[src/hw/rtl/alx_pkg.sv]
`timescale 1ns / 1ps
// ----------------------------------------------------------------------------
// alx_pkg
// Shared types, token codes and character constants of the arrow lexer.
// ----------------------------------------------------------------------------
package alx_pkg;

	localparam logic [2:0] K_NAME_CHAR = 3'd0;
	localparam logic [2:0] K_LCPY      = 3'd1;
	localparam logic [2:0] K_LMOV      = 3'd2;
	localparam logic [2:0] K_RCPY      = 3'd3;
	localparam logic [2:0] K_RMOV      = 3'd4;
	localparam logic [2:0] K_SEMI      = 3'd5;
	localparam logic [2:0] K_NAME_END  = 3'd6;
	localparam logic [2:0] K_UNKNOWN   = 3'd7;

	localparam logic [1:0] PEND_NONE = 2'd0;
	localparam logic [1:0] PEND_LT   = 2'd1;
	localparam logic [1:0] PEND_DASH = 2'd2;

	localparam logic [7:0] CH_LT    = 8'h3C;
	localparam logic [7:0] CH_DASH  = 8'h2D;
	localparam logic [7:0] CH_GT    = 8'h3E;
	localparam logic [7:0] CH_SEMI  = 8'h3B;
	localparam logic [7:0] CH_SLASH = 8'h2F;
	localparam logic [7:0] CH_QUOTE = 8'h22;
	localparam logic [7:0] CH_SPACE = 8'h20;
	localparam logic [7:0] CH_TAB   = 8'h09;
	localparam logic [7:0] CH_CR    = 8'h0D;

	localparam logic [1:0] MAX_EVENTS = 2'd3;

	typedef enum logic [1:0] {
		MODE_IDLE,
		MODE_NAME,
		MODE_STRING,
		MODE_COMMENT
	} mode_t;

	typedef struct packed {
		logic [7:0] ch;
		logic       end_of_source;
	} src_t;

	typedef struct packed {
		logic [2:0] kind;
		logic [7:0] name_char;
		logic       name_start;
		logic       last_of_run;
	} tok_t;

	typedef struct packed {
		logic [2:0] kind;
		logic [7:0] name_char;
		logic       name_start;
	} event_t;

	typedef struct packed {
		logic [1:0]       count;
		event_t [2:0]     ev;
	} grp_t;

endpackage

[src/hw/rtl/alx_step.sv]
`timescale 1ns / 1ps
// ----------------------------------------------------------------------------
// alx_step
// Scanner update for one character: token events and next scan state.
// ----------------------------------------------------------------------------
module alx_step (
	input  alx_pkg::mode_t mode,
	input  logic [1:0]     pend,
	input  alx_pkg::src_t  src,
	output alx_pkg::mode_t mode_nxt,
	output logic [1:0]     pend_nxt,
	output alx_pkg::grp_t  grp
);

	function automatic alx_pkg::grp_t push(alx_pkg::grp_t g, logic [2:0] k,
		logic [7:0] c, logic s);
		alx_pkg::grp_t r;
		r = g;
		if (g.count != alx_pkg::MAX_EVENTS) begin
			r.ev[g.count].kind       = k;
			r.ev[g.count].name_char  = c;
			r.ev[g.count].name_start = s;
			r.count                  = g.count + 2'd1;
		end
		return r;
	endfunction

	logic [7:0] c;
	logic       ws;
	logic       term;
	logic       consumed;
	logic       do_idle;

	assign c    = src.ch;
	assign ws   = (c == alx_pkg::CH_SPACE) || (c >= alx_pkg::CH_TAB && c <= alx_pkg::CH_CR);
	assign term = ws || c == alx_pkg::CH_LT || c == alx_pkg::CH_GT ||
		c == alx_pkg::CH_SEMI || c == alx_pkg::CH_SLASH;

	always_comb begin
		grp      = '0;
		mode_nxt = mode;
		pend_nxt = pend;
		consumed = 1'b0;
		do_idle  = 1'b0;

		if (pend == alx_pkg::PEND_LT && c == alx_pkg::CH_DASH) begin
			grp      = push(grp, alx_pkg::K_LMOV, 8'h00, 1'b0);
			pend_nxt = alx_pkg::PEND_NONE;
			consumed = 1'b1;
		end else if (pend == alx_pkg::PEND_DASH && c == alx_pkg::CH_GT) begin
			grp      = push(grp, alx_pkg::K_RMOV, 8'h00, 1'b0);
			pend_nxt = alx_pkg::PEND_NONE;
			consumed = 1'b1;
		end else begin
			if (pend == alx_pkg::PEND_LT) begin
				grp = push(grp, alx_pkg::K_LCPY, 8'h00, 1'b0);
			end else if (pend == alx_pkg::PEND_DASH) begin
				grp = push(grp, alx_pkg::K_UNKNOWN, 8'h00, 1'b0);
			end
			pend_nxt = alx_pkg::PEND_NONE;
		end

		if (!consumed) begin
			unique case (mode)
				alx_pkg::MODE_COMMENT: begin
					if (c == alx_pkg::CH_SLASH) begin
						mode_nxt = alx_pkg::MODE_IDLE;
					end
				end
				alx_pkg::MODE_STRING: begin
					grp = push(grp, alx_pkg::K_NAME_CHAR, c, 1'b0);
					if (c == alx_pkg::CH_QUOTE) begin
						mode_nxt = alx_pkg::MODE_NAME;
					end
				end
				alx_pkg::MODE_NAME: begin
					if (term) begin
						grp      = push(grp, alx_pkg::K_NAME_END, 8'h00, 1'b0);
						mode_nxt = alx_pkg::MODE_IDLE;
						do_idle  = 1'b1;
					end else begin
						grp = push(grp, alx_pkg::K_NAME_CHAR, c, 1'b0);
						if (c == alx_pkg::CH_QUOTE) begin
							mode_nxt = alx_pkg::MODE_STRING;
						end
					end
				end
				default: begin
					do_idle = 1'b1;
				end
			endcase
		end

		if (do_idle && !ws) begin
			case (c)
				alx_pkg::CH_LT: pend_nxt = alx_pkg::PEND_LT;
				alx_pkg::CH_DASH: pend_nxt = alx_pkg::PEND_DASH;
				alx_pkg::CH_GT: grp = push(grp, alx_pkg::K_RCPY, 8'h00, 1'b0);
				alx_pkg::CH_SEMI: grp = push(grp, alx_pkg::K_SEMI, 8'h00, 1'b0);
				alx_pkg::CH_SLASH: mode_nxt = alx_pkg::MODE_COMMENT;
				default: begin
					grp      = push(grp, alx_pkg::K_NAME_CHAR, c, 1'b1);
					mode_nxt = (c == alx_pkg::CH_QUOTE) ? alx_pkg::MODE_STRING
						: alx_pkg::MODE_NAME;
				end
			endcase
		end

		if (src.end_of_source) begin
			if (pend_nxt == alx_pkg::PEND_LT) begin
				grp = push(grp, alx_pkg::K_LCPY, 8'h00, 1'b0);
			end else if (pend_nxt == alx_pkg::PEND_DASH) begin
				grp = push(grp, alx_pkg::K_UNKNOWN, 8'h00, 1'b0);
			end
			if (mode_nxt == alx_pkg::MODE_NAME || mode_nxt == alx_pkg::MODE_STRING) begin
				grp = push(grp, alx_pkg::K_NAME_END, 8'h00, 1'b0);
			end
			mode_nxt = alx_pkg::MODE_IDLE;
			pend_nxt = alx_pkg::PEND_NONE;
		end
	end

endmodule

[src/hw/rtl/alx_evbuf.sv]
`timescale 1ns / 1ps
// ----------------------------------------------------------------------------
// alx_evbuf
// Result register: holds the events of one character and hands them out
// one at a time as the consumer takes them, marking the last.
// ----------------------------------------------------------------------------
module alx_evbuf (
	input  logic          clk,
	input  logic          arst_n,
	input  logic          load,
	input  alx_pkg::grp_t grp,
	output logic          can_load,
	output logic          tok_valid,
	input  logic          tok_stall,
	output alx_pkg::tok_t tok
);

	logic [1:0]           cnt_q;
	alx_pkg::event_t [2:0] ev_q;
	logic                 take;

	assign take      = (cnt_q != 2'd0) && !tok_stall;
	assign can_load  = (cnt_q == 2'd0) || (cnt_q == 2'd1 && take);
	assign tok_valid = (cnt_q != 2'd0);

	always_comb begin
		tok.kind        = ev_q[0].kind;
		tok.name_char   = ev_q[0].name_char;
		tok.name_start  = ev_q[0].name_start;
		tok.last_of_run = (cnt_q == 2'd1);
	end

	always_ff @(posedge clk or negedge arst_n) begin
		if (!arst_n) begin
			cnt_q <= 2'd0;
		end else if (load && can_load) begin
			cnt_q <= grp.count;
		end else if (take) begin
			cnt_q <= cnt_q - 2'd1;
		end
	end

	always_ff @(posedge clk) begin
		if (load && can_load) begin
			ev_q <= grp.ev;
		end else if (take) begin
			ev_q[0] <= ev_q[1];
			ev_q[1] <= ev_q[2];
		end
	end

endmodule

[src/hw/rtl/arrow_language_lexer_top.sv]
`timescale 1ns / 1ps
// Path: a character is registered in src_s1, then its events in the result
// register. Throughput: one character per cycle while each yields at most one
// event and tok_stall is low; several events hold the register until all are taken.
// Reset: asynchronous, active low; clears scan mode, pending operator and
// all valid flags. The scanner also returns to reset state after end of source.
// ----------------------------------------------------------------------------
// arrow_language_lexer_top
// Streaming tokenizer: one source character per request, token events out.
// ----------------------------------------------------------------------------
module arrow_language_lexer_top (
	input  logic          clk,
	input  logic          arst_n,
	input  logic          src_valid,
	output logic          src_stall,
	input  alx_pkg::src_t src,
	output logic          tok_valid,
	input  logic          tok_stall,
	output alx_pkg::tok_t tok
);

	alx_pkg::src_t  src_s1;
	logic           valid_s1;
	alx_pkg::mode_t mode_q;
	logic [1:0]     pend_q;

	alx_pkg::mode_t mode_nxt;
	logic [1:0]     pend_nxt;
	alx_pkg::grp_t  grp;
	logic           can_load;
	logic           adv;
	logic           accept;

	alx_step u_step (
		.mode     (mode_q),
		.pend     (pend_q),
		.src      (src_s1),
		.mode_nxt (mode_nxt),
		.pend_nxt (pend_nxt),
		.grp      (grp)
	);

	alx_evbuf u_evbuf (
		.clk       (clk),
		.arst_n    (arst_n),
		.load      (adv && grp.count != 2'd0),
		.grp       (grp),
		.can_load  (can_load),
		.tok_valid (tok_valid),
		.tok_stall (tok_stall),
		.tok       (tok)
	);

	assign adv       = valid_s1 && (grp.count == 2'd0 || can_load);
	assign src_stall = valid_s1 && !adv;
	assign accept    = src_valid && !src_stall;

	always_ff @(posedge clk or negedge arst_n) begin
		if (!arst_n) begin
			valid_s1 <= 1'b0;
			mode_q   <= alx_pkg::MODE_IDLE;
			pend_q   <= alx_pkg::PEND_NONE;
		end else begin
			if (accept) begin
				valid_s1 <= 1'b1;
			end else if (adv) begin
				valid_s1 <= 1'b0;
			end
			if (adv) begin
				mode_q <= mode_nxt;
				pend_q <= pend_nxt;
			end
		end
	end

	always_ff @(posedge clk) begin
		if (accept) begin
			src_s1 <= src;
		end
	end

endmodule

[config.mk]
export PLATFORM = sky130hd
export DESIGN_NAME = arrow_language_lexer_top
export DESIGN_NICKNAME = d
export VERILOG_FILES = /design/src/hw/rtl/alx_pkg.sv /design/src/hw/rtl/alx_step.sv /design/src/hw/rtl/alx_evbuf.sv /design/src/hw/rtl/arrow_language_lexer_top.sv
export SDC_FILE = /design/constraint.sdc
export NUM_CORES = 1
export LEC_CHECK = 0
export BUFFER_PORTS_ARGS = -buffer_cell sky130_fd_sc_hd__buf_2
export CAP_MARGIN = 15
export CORE_ASPECT_RATIO = 0.7
export CORE_MARGIN = 10
export CORE_UTILIZATION = 40
export CTS_CLUSTER_DIAMETER = 150
export CTS_CLUSTER_SIZE = 24
export DETAILED_ROUTE_END_ITERATION = 16
export HOLD_SLACK_MARGIN = 0.03
export SYNTH_ARGS = -nofsm -noshare
export SYNTH_HDL_FRONTEND = slang
export SYNTH_SLANG_ARGS = --single-unit
[constraint.sdc]
create_clock -name clk -period 10 [get_ports clk]
set_input_delay 0.5 -clock clk [delete_from_list [all_inputs] [get_ports clk]]
set_output_delay 0.5 -clock clk [all_outputs]
set_load 0.005 [all_outputs]
**Yosys cells after proc, flatten, opt, wreduce, memory -nomap -nowiden**

Cells that the tools add are included.

- Register bits: 52
- Bits of input ports: 13
- Output and inout port bits: 15
- Logic and storage cells: 181

- Add/sub/neg operators: 5
- Order comparisons: 10
- Equality and inequality tests: 21
- Muxes and demuxes: 94
- Reductions and logical operators: 36

Operators with widths:

| cell | count |
|---|---|
| 36-bit bitwise mux | 24 |
| 38-bit two-way mux | 19 |
| 12-bit demux with 2-bit select | 12 |
| 38-bit case mux with 3 select lines | 1 |
| 38-bit case mux with 2 select lines | 1 |
| 8-bit by 6-bit equality test with 1-bit output (second input constant) | 7 |
| 12-bit two-way mux | 4 |
| 24-bit two-way mux | 2 |
| 37-bit two-way mux | 1 |
| 9-bit two-way mux | 4 |
| 2-bit two-way mux | 12 |
| 1-bit logical AND | 15 |
| 2-bit by 3-bit less-than comparator with 1-bit output (second input constant) | 4 |
| 2-bit by 1-bit equality test with 1-bit output (second input constant) | 5 |
| 2-bit equality test (second input constant) | 5 |
| 1-bit two-way mux | 10 |
| 2-bit by 1-bit adder with 2-bit output (second input constant) | 4 |
| 2-bit by 1-bit >= comparator with 1-bit output (second input constant) | 4 |
| 8-bit by 4-bit >= comparator with 1-bit output (second input constant) | 1 |
| 8-bit by 4-bit less-or-equal comparator with 1-bit output (second input constant) | 1 |
| 1-bit logical OR | 8 |
| 2-bit inequality test (second input constant) | 4 |
| 2-bit case mux with 2 select lines | 2 |
| 2-bit nonzero test | 4 |
| 8 further kinds | 12 |

**Logic depth before layout (Yosys ltp)**

- Depth after elaboration: 55
- Mapped depth: 12
- Mapped depth without buffers: 11

**By module**

From an unflattened synthesis, not the netlist that was laid out.

- Cells, all modules: 325
- Area total of the unflattened synthesis: 3,535.9 µm²

By module, submodules not included:

| module | times used | cells each | area each (µm²) | seq. area each (µm²) |
|---|---|---|---|---|
| alx_evbuf | 1 | 91 | 1,642.8 | 1,131.1 |
| alx_step | 1 | 208 | 1,386.3 | 0.0 |
| arrow_language_lexer_top | 1 | 26 | 506.7 | 395.4 |

**Worst setup path after synthesis**

No wires, ideal clock.

- Path kind: register to register
- From: reg pend_q[1]
- To: reg u_evbuf.ev_q[12] (netlist bit), enable pin
- Library setup time: 0.570 ns
- Data arrival time: 3.169 ns
- Required time: 9.430 ns
- Setup slack: 6.261 ns
- Stages on the path, launching flop included: 11
- Buffers on the path: 0
- Period minus slack after synthesis: 3.739 ns
- Path through: dfrtp_1 inv_1 ha_1 nor4bb_1 o211ai_2 nand2_1 mux2i_1 mux2i_1 a22oi_2 o31ai_4 o21ai_0

- Longest elaborated chain between the ends: 29
- Elaborated cells on any way between the ends: 54
- Those cells by class: 4 x add/sub; 10 x eq/ne; 29 x mux; 11 x reduce/logical

Ends and longest elaborated chain:

| what | line | text |
|---|---|---|
| start: declaration | arrow_language_lexer_top.sv:25 | `logic [1:0] pend_q;` |
| start signal: assignment | arrow_language_lexer_top.sv:62 | `pend_q <= alx_pkg::PEND_NONE;` |
| start signal: assignment | arrow_language_lexer_top.sv:71 | `pend_q <= pend_nxt;` |
| 2-bit equality test | alx_step.sv:50, alx_step.sv:57 |  |
| 37-bit two-way mux | alx_step.sv:57 | `end else if (pend == alx_pkg::PEND_DASH) begin` |
| 38-bit two-way mux | alx_step.sv:55 | `if (pend == alx_pkg::PEND_LT) begin` |
| 38-bit two-way mux | alx_step.sv:50 | `end else if (pend == alx_pkg::PEND_DASH && c == alx_pkg::CH_GT) begin` |
| 38-bit two-way mux | alx_step.sv:46 | `if (pend == alx_pkg::PEND_LT && c == alx_pkg::CH_DASH) begin` |
| 2-bit by 1-bit adder with 2-bit output / 2-bit inequality test (equally long branches) | alx_step.sv:23, alx_step.sv:19 |  |
| 38-bit two-way mux | alx_step.sv:19 | `if (g.count != alx_pkg::MAX_EVENTS) begin` |
| 38-bit two-way mux | alx_step.sv:77 | `if (term) begin` |
| [13 not listed] | n/a |  |
| 38-bit two-way mux | alx_step.sv:115 | `if (mode_nxt == alx_pkg::MODE_NAME \|\| mode_nxt == alx_pkg::MODE_STRING) begin` |
| 38-bit two-way mux * | alx_step.sv:109 | `if (src.end_of_source) begin` |
| 2-bit logical NOT | arrow_language_lexer_top.sv:54 | `assign adv = valid_s1 && (grp.count == 2'd0 \|\| can_load);` |
| 1-bit logical OR | arrow_language_lexer_top.sv:54 |  |
| 1-bit logical AND | arrow_language_lexer_top.sv:54 |  |
| 1-bit logical AND * | arrow_language_lexer_top.sv:46 | `.load (adv && grp.count != 2'd0),` |
| 1-bit logical AND * | alx_evbuf.sv:44 | `if (load && can_load) begin` |
| 2-bit nonzero test (no source line) * | n/a |  |
| end signal: assignment | alx_evbuf.sv:45 | `ev_q <= grp.ev;` |
| end: declaration | alx_evbuf.sv:19 | `alx_pkg::event_t [2:0] ev_q;` |

Every way passes the cells marked *; elsewhere a longest branch is shown, timed or not. The select of a mux whose other input is x is not followed.
A chain may end at the register's enable or synchronous reset.

**Final worst setup path**

- From: reg src_s1[2] (netlist bit)
- To: reg u_evbuf.ev_q, in the netlist u_evbuf.tok[11] (data pin)

- Longest elaborated chain between the ends: 35
- Elaborated cells on any way between the ends: 129
- Those cells by class: 4 x add/sub; 10 x order compare; 15 x eq/ne; 77 x mux; 23 x reduce/logical

Ends and longest elaborated chain:

| what | line | text |
|---|---|---|
| start: declaration | arrow_language_lexer_top.sv:22 | `alx_pkg::src_t src_s1;` |
| start signal: assignment | arrow_language_lexer_top.sv:78 | `src_s1 <= src;` |
| 8-bit by 6-bit equality test with 1-bit output | alx_step.sv:36, alx_step.sv:50, alx_step.sv:95 |  |
| 1-bit logical AND | alx_step.sv:50 |  |
| 38-bit two-way mux | alx_step.sv:50 |  |
| 38-bit two-way mux | alx_step.sv:46 |  |
| 2-bit by 3-bit less-than comparator with 1-bit output (not written as such) / 2-bit by 1-bit >= comparator with 1-bit output (equally long branches) | alx_step.sv:20 | `r.ev[g.count].kind = k;` |
| 1-bit logical AND (not written as such) | alx_step.sv:20 |  |
| 12-bit two-way mux (not written as such) | alx_step.sv:20 |  |
| 12-bit demux with 2-bit select | n/a |  |
| [19 not listed] | n/a |  |
| 38-bit two-way mux | alx_step.sv:109 |  |
| 36-bit bitwise mux | alx_step.sv:20 |  |
| 36-bit bitwise mux | alx_step.sv:21 | `r.ev[g.count].name_char = c;` |
| 36-bit bitwise mux | alx_step.sv:22 | `r.ev[g.count].name_start = s;` |
| 38-bit two-way mux | alx_step.sv:19 |  |
| 38-bit two-way mux | alx_step.sv:115 |  |
| 38-bit two-way mux * | alx_step.sv:109 |  |
| 24-bit two-way mux * | alx_evbuf.sv:44 |  |

Marked as above.

==> out/qor.csv <==
metric,value,unit
port_buffers,27,
antenna_found_initial,0,
cap_violations,0,
cts_buffers,5,
cts_buffer_depth,2,
htreeDepth,2,
grt_start_max_net_pins,45,
crit_type,reg -> reg,
worst_pin_slew,0.743,ns
synth-simple-area-share,0.212,
worstPathRequired,10.04,ns
worst-endpoint-arrival,4.06,ns
pin_count,28,
yosys_most_used_dff,edfxtp_1,
layout_min_cycle_time,4.02,ns
synth_warnings,0,
area_growth,8.93,%
reg2reg_slack,5.98,ns
grt_overflow,0,
synth_top_area_share,0.407,
die_w,129,microns
critPathLaunchType,flop,
max_freq,249,MHz
core-area,0.00797,sq mm
vias,2605,
cts-root-buf,clkbuf_16,
timing.rr.end,u_evbuf.tok[11]$_DFFE_PP_,
setup_viol,0,
ys_top_cells_by_count,"nand2_1 (48), edfxtp_1 (45), o21ai_0 (33)",
hp-class,in -> async,
synth_area,0.00332,sq mm
synth_compound_area_frac,0.178,
yosys.area.top_type,edfxtp_1,
synth_area_leaders,"edfxtp_1 (41%), nand2_1 (5.4%), dfrtp_1 (5.3%)",
powerDensity,327,mW/mm^2
place.gp.congestion,0.907,
synth_area_per_cell,9.65,sq um
wl_per_cell,16.7,microns
finalWirelength,7710,microns
leakage,1.39,nW
relSlewSlack,0.505,
insertion_delay,0.29,ns
vdd_ir_drop_max,0.147,mV
fill_cells,751,
cts_resized,0,
synth_seq_cells,52,
synth-edff-count,45,
viasPerCell,5.63,
setup_tns,0,ns
num_rows,27,
final_cells,463,
drive_gt1_frac,0.152,
yosysSeqAreaShare,0.460,
nets,383,
async_flop_share,0.135,
synth-xor-area-share,0.0132,
grtUsageTotal,0.128,
post-route-period-util,0.402,
yosysMostFrequentCell,nand2_1,
cts_hold_buf,0,
crit-reg2reg-launch,src_s1[2]$_DFFE_PP_,
crit_fanout,44,
syn_inst,344,
grt_first_pass_wirelength,12500,microns
cts_num_sinks,52,
ant_nets,0,
fin_skew,0.00670,ns
post_cts_buffers,0,
die_h,96.2,microns
clk_pin_slew_worst_paths,0.07,ns
slew_viol_final,0,
synth_top_family_by_area,simple AND/OR/NAND/NOR gates,
grt_pass1_vias,2406,
dr.pass1.iters,5,
hold_viol_final,0,
drtIter0Drc,211,
rsz0062_at_grt,no,
start_util,0.416,
worstRegToRegCells,10,
synth_adder_area_share,0.0339,
tritoncts,done,
status,completed,
end_kind,flop,
diodes,0,
placedCellCount,454,
synth_cell_types,68,
hpwlAfterDp,5660,microns
synth_mux_area_frac,0.0354,
drc_errors,0,
die_area,0.0124,sq mm
critical path, cell delays in order, from the launching register on:
cell and delay [ns]:
edfxtp_1 0.64, nor4bb_1 0.50, o211ai_2 0.21, nand2_1 0.37, mux2i_1 0.40, mux2i_1 0.28, a22oi_2 0.12, o31ai_4 0.26
buf_4 0.38, inv_2 0.24, mux2_1 0.36
layout by cell type (no fill, tap or decap), types with 3 or more instances in the layout:
| cell type | synthesis | final |
|---|---|---|
| nand2_1 | 48 | 48 |
| edfxtp_1 | 45 | 45 |
| o21ai_0 | 33 | 32 |
| buf_2 | 7 | 28 |
| nor2_1 | 22 | 22 |
| inv_1 | 14 | 14 |
| a21oi_1 | 12 | 12 |
| nand3_1 | 10 | 10 |
| ha_1 | 9 | 9 |
| conb_1 | 1 | 9 |
| nor3_1 | 8 | 8 |
| nor2b_1 | 7 | 7 |
| dfrtp_1 | 7 | 7 |
| nand2b_1 | 6 | 6 |
| a31oi_1 | 5 | 5 |
| mux2i_1 | 5 | 5 |
| clkbuf_16 | 0 | 5 |
| mux2_2 | 4 | 4 |
| nor3b_1 | 4 | 4 |
| and2_1 | 4 | 4 |
| o31ai_1 | 4 | 4 |
| or3_1 | 4 | 4 |
| o211ai_1 | 3 | 3 |
| xor2_1 | 3 | 3 |
| and3_1 | 3 | 3 |
| nand4_1 | 3 | 3 |
| a2bb2oi_1 | 3 | 3 |
| nand3b_1 | 3 | 3 |
metrics by stage:
stage | total power, mW | util | setup slack, ns | area, sq um | hold slack (ns)
5_1_grt | 1.28 | 0.454 | 5.69 | 3620 | 0.0386
3_5_place_dp | 1.01 | 0.435 | 6.03 | 3470 | 0.351
3_3_place_gp | 1.01 | 0.435 | 6.17 | 3470 | 0.349
2_1_floorplan | 0.888 | - | 6.26 | 3350 | 0.204
4_1_cts | 1.19 | 0.453 | 6.00 | 3610 | 0.0324
6_report | 1.18 | 0.454 | 5.98 | 3620 | 0.0273
final cells by class:
| class | count | area, sq um | share of cell area |
|---|---|---|---|
| sequential | 52 | 1530 | 0.422 |
| tap | 101 | 126 | 0.0349 |
| clock buffer | 6 | 129 | 0.0356 |
| inverter | 15 | 56.3 | 0.0156 |
| multi-input combinational | 257 | 1610 | 0.444 |
| clock inverter | 2 | 16.3 | 0.00450 |
| timing repair buffer | 30 | 155 | 0.0429 |
logic make-up after synthesis:
logic type | Yosys count
AND/OR/NAND/NOR | 135
AO/OA/AOI/OAI | 88
flip-flops | 52
buffers and inverters | 43
multiplexers | 11
adder cells (fa/ha/maj) | 9
XOR/XNOR | 5
other | 1
power breakdown:
group	total (mW)	switching [mW]	leakage [nW]	internal [mW]
clock	0.173	0.0791	0.0671	0.0935
sequential	0.440	0.0620	0.523	0.378
combinational	0.571	0.358	0.803	0.213
total	1.18	0.499	1.39	0.685
state kept, by name, indices dropped and copies added, names as in the netlist:
signal	count
u_evbuf.ev_q	24
valid_s1	1
src_s1	9
u_evbuf.cnt_q	2
pend_q	2
mode_q	2
u_evbuf.tok	12
how the worst max path moves through the flow:
stage | from | end | slack (ns) | depth (start not counted)
after global routing | src_s1[1]$_DFFE_PP_ | u_evbuf.tok[11]$_DFFE_PP_ | 5.69 | 10
after detailed placement | src_s1[2]$_DFFE_PP_ | u_evbuf.tok[11]$_DFFE_PP_ | 6.03 | 10
after CTS | src_s1[2]$_DFFE_PP_ | u_evbuf.tok[11]$_DFFE_PP_ | 6.00 | 10
after global placement | src_s1[2]$_DFFE_PP_ | u_evbuf.tok[11]$_DFFE_PP_ | 6.17 | 10
after floorplan | pend_q[1]$_DFFE_PN0P_ | u_evbuf.ev_q[12]$_DFFE_PP_ | 6.26 | 10
final | src_s1[2]$_DFFE_PP_ | u_evbuf.tok[11]$_DFFE_PP_ | 5.98 | 10
routing by layer:
metal,up-vias,track usage,routed length [microns]
met5,-,0,0
met4,0,0.0198,40
met3,5,0.0357,534
met2,94,0.194,3230
met1,1230,0.180,3910
li1,1276,-,-
No activity file was read; power rests on OpenSTA's default activity.
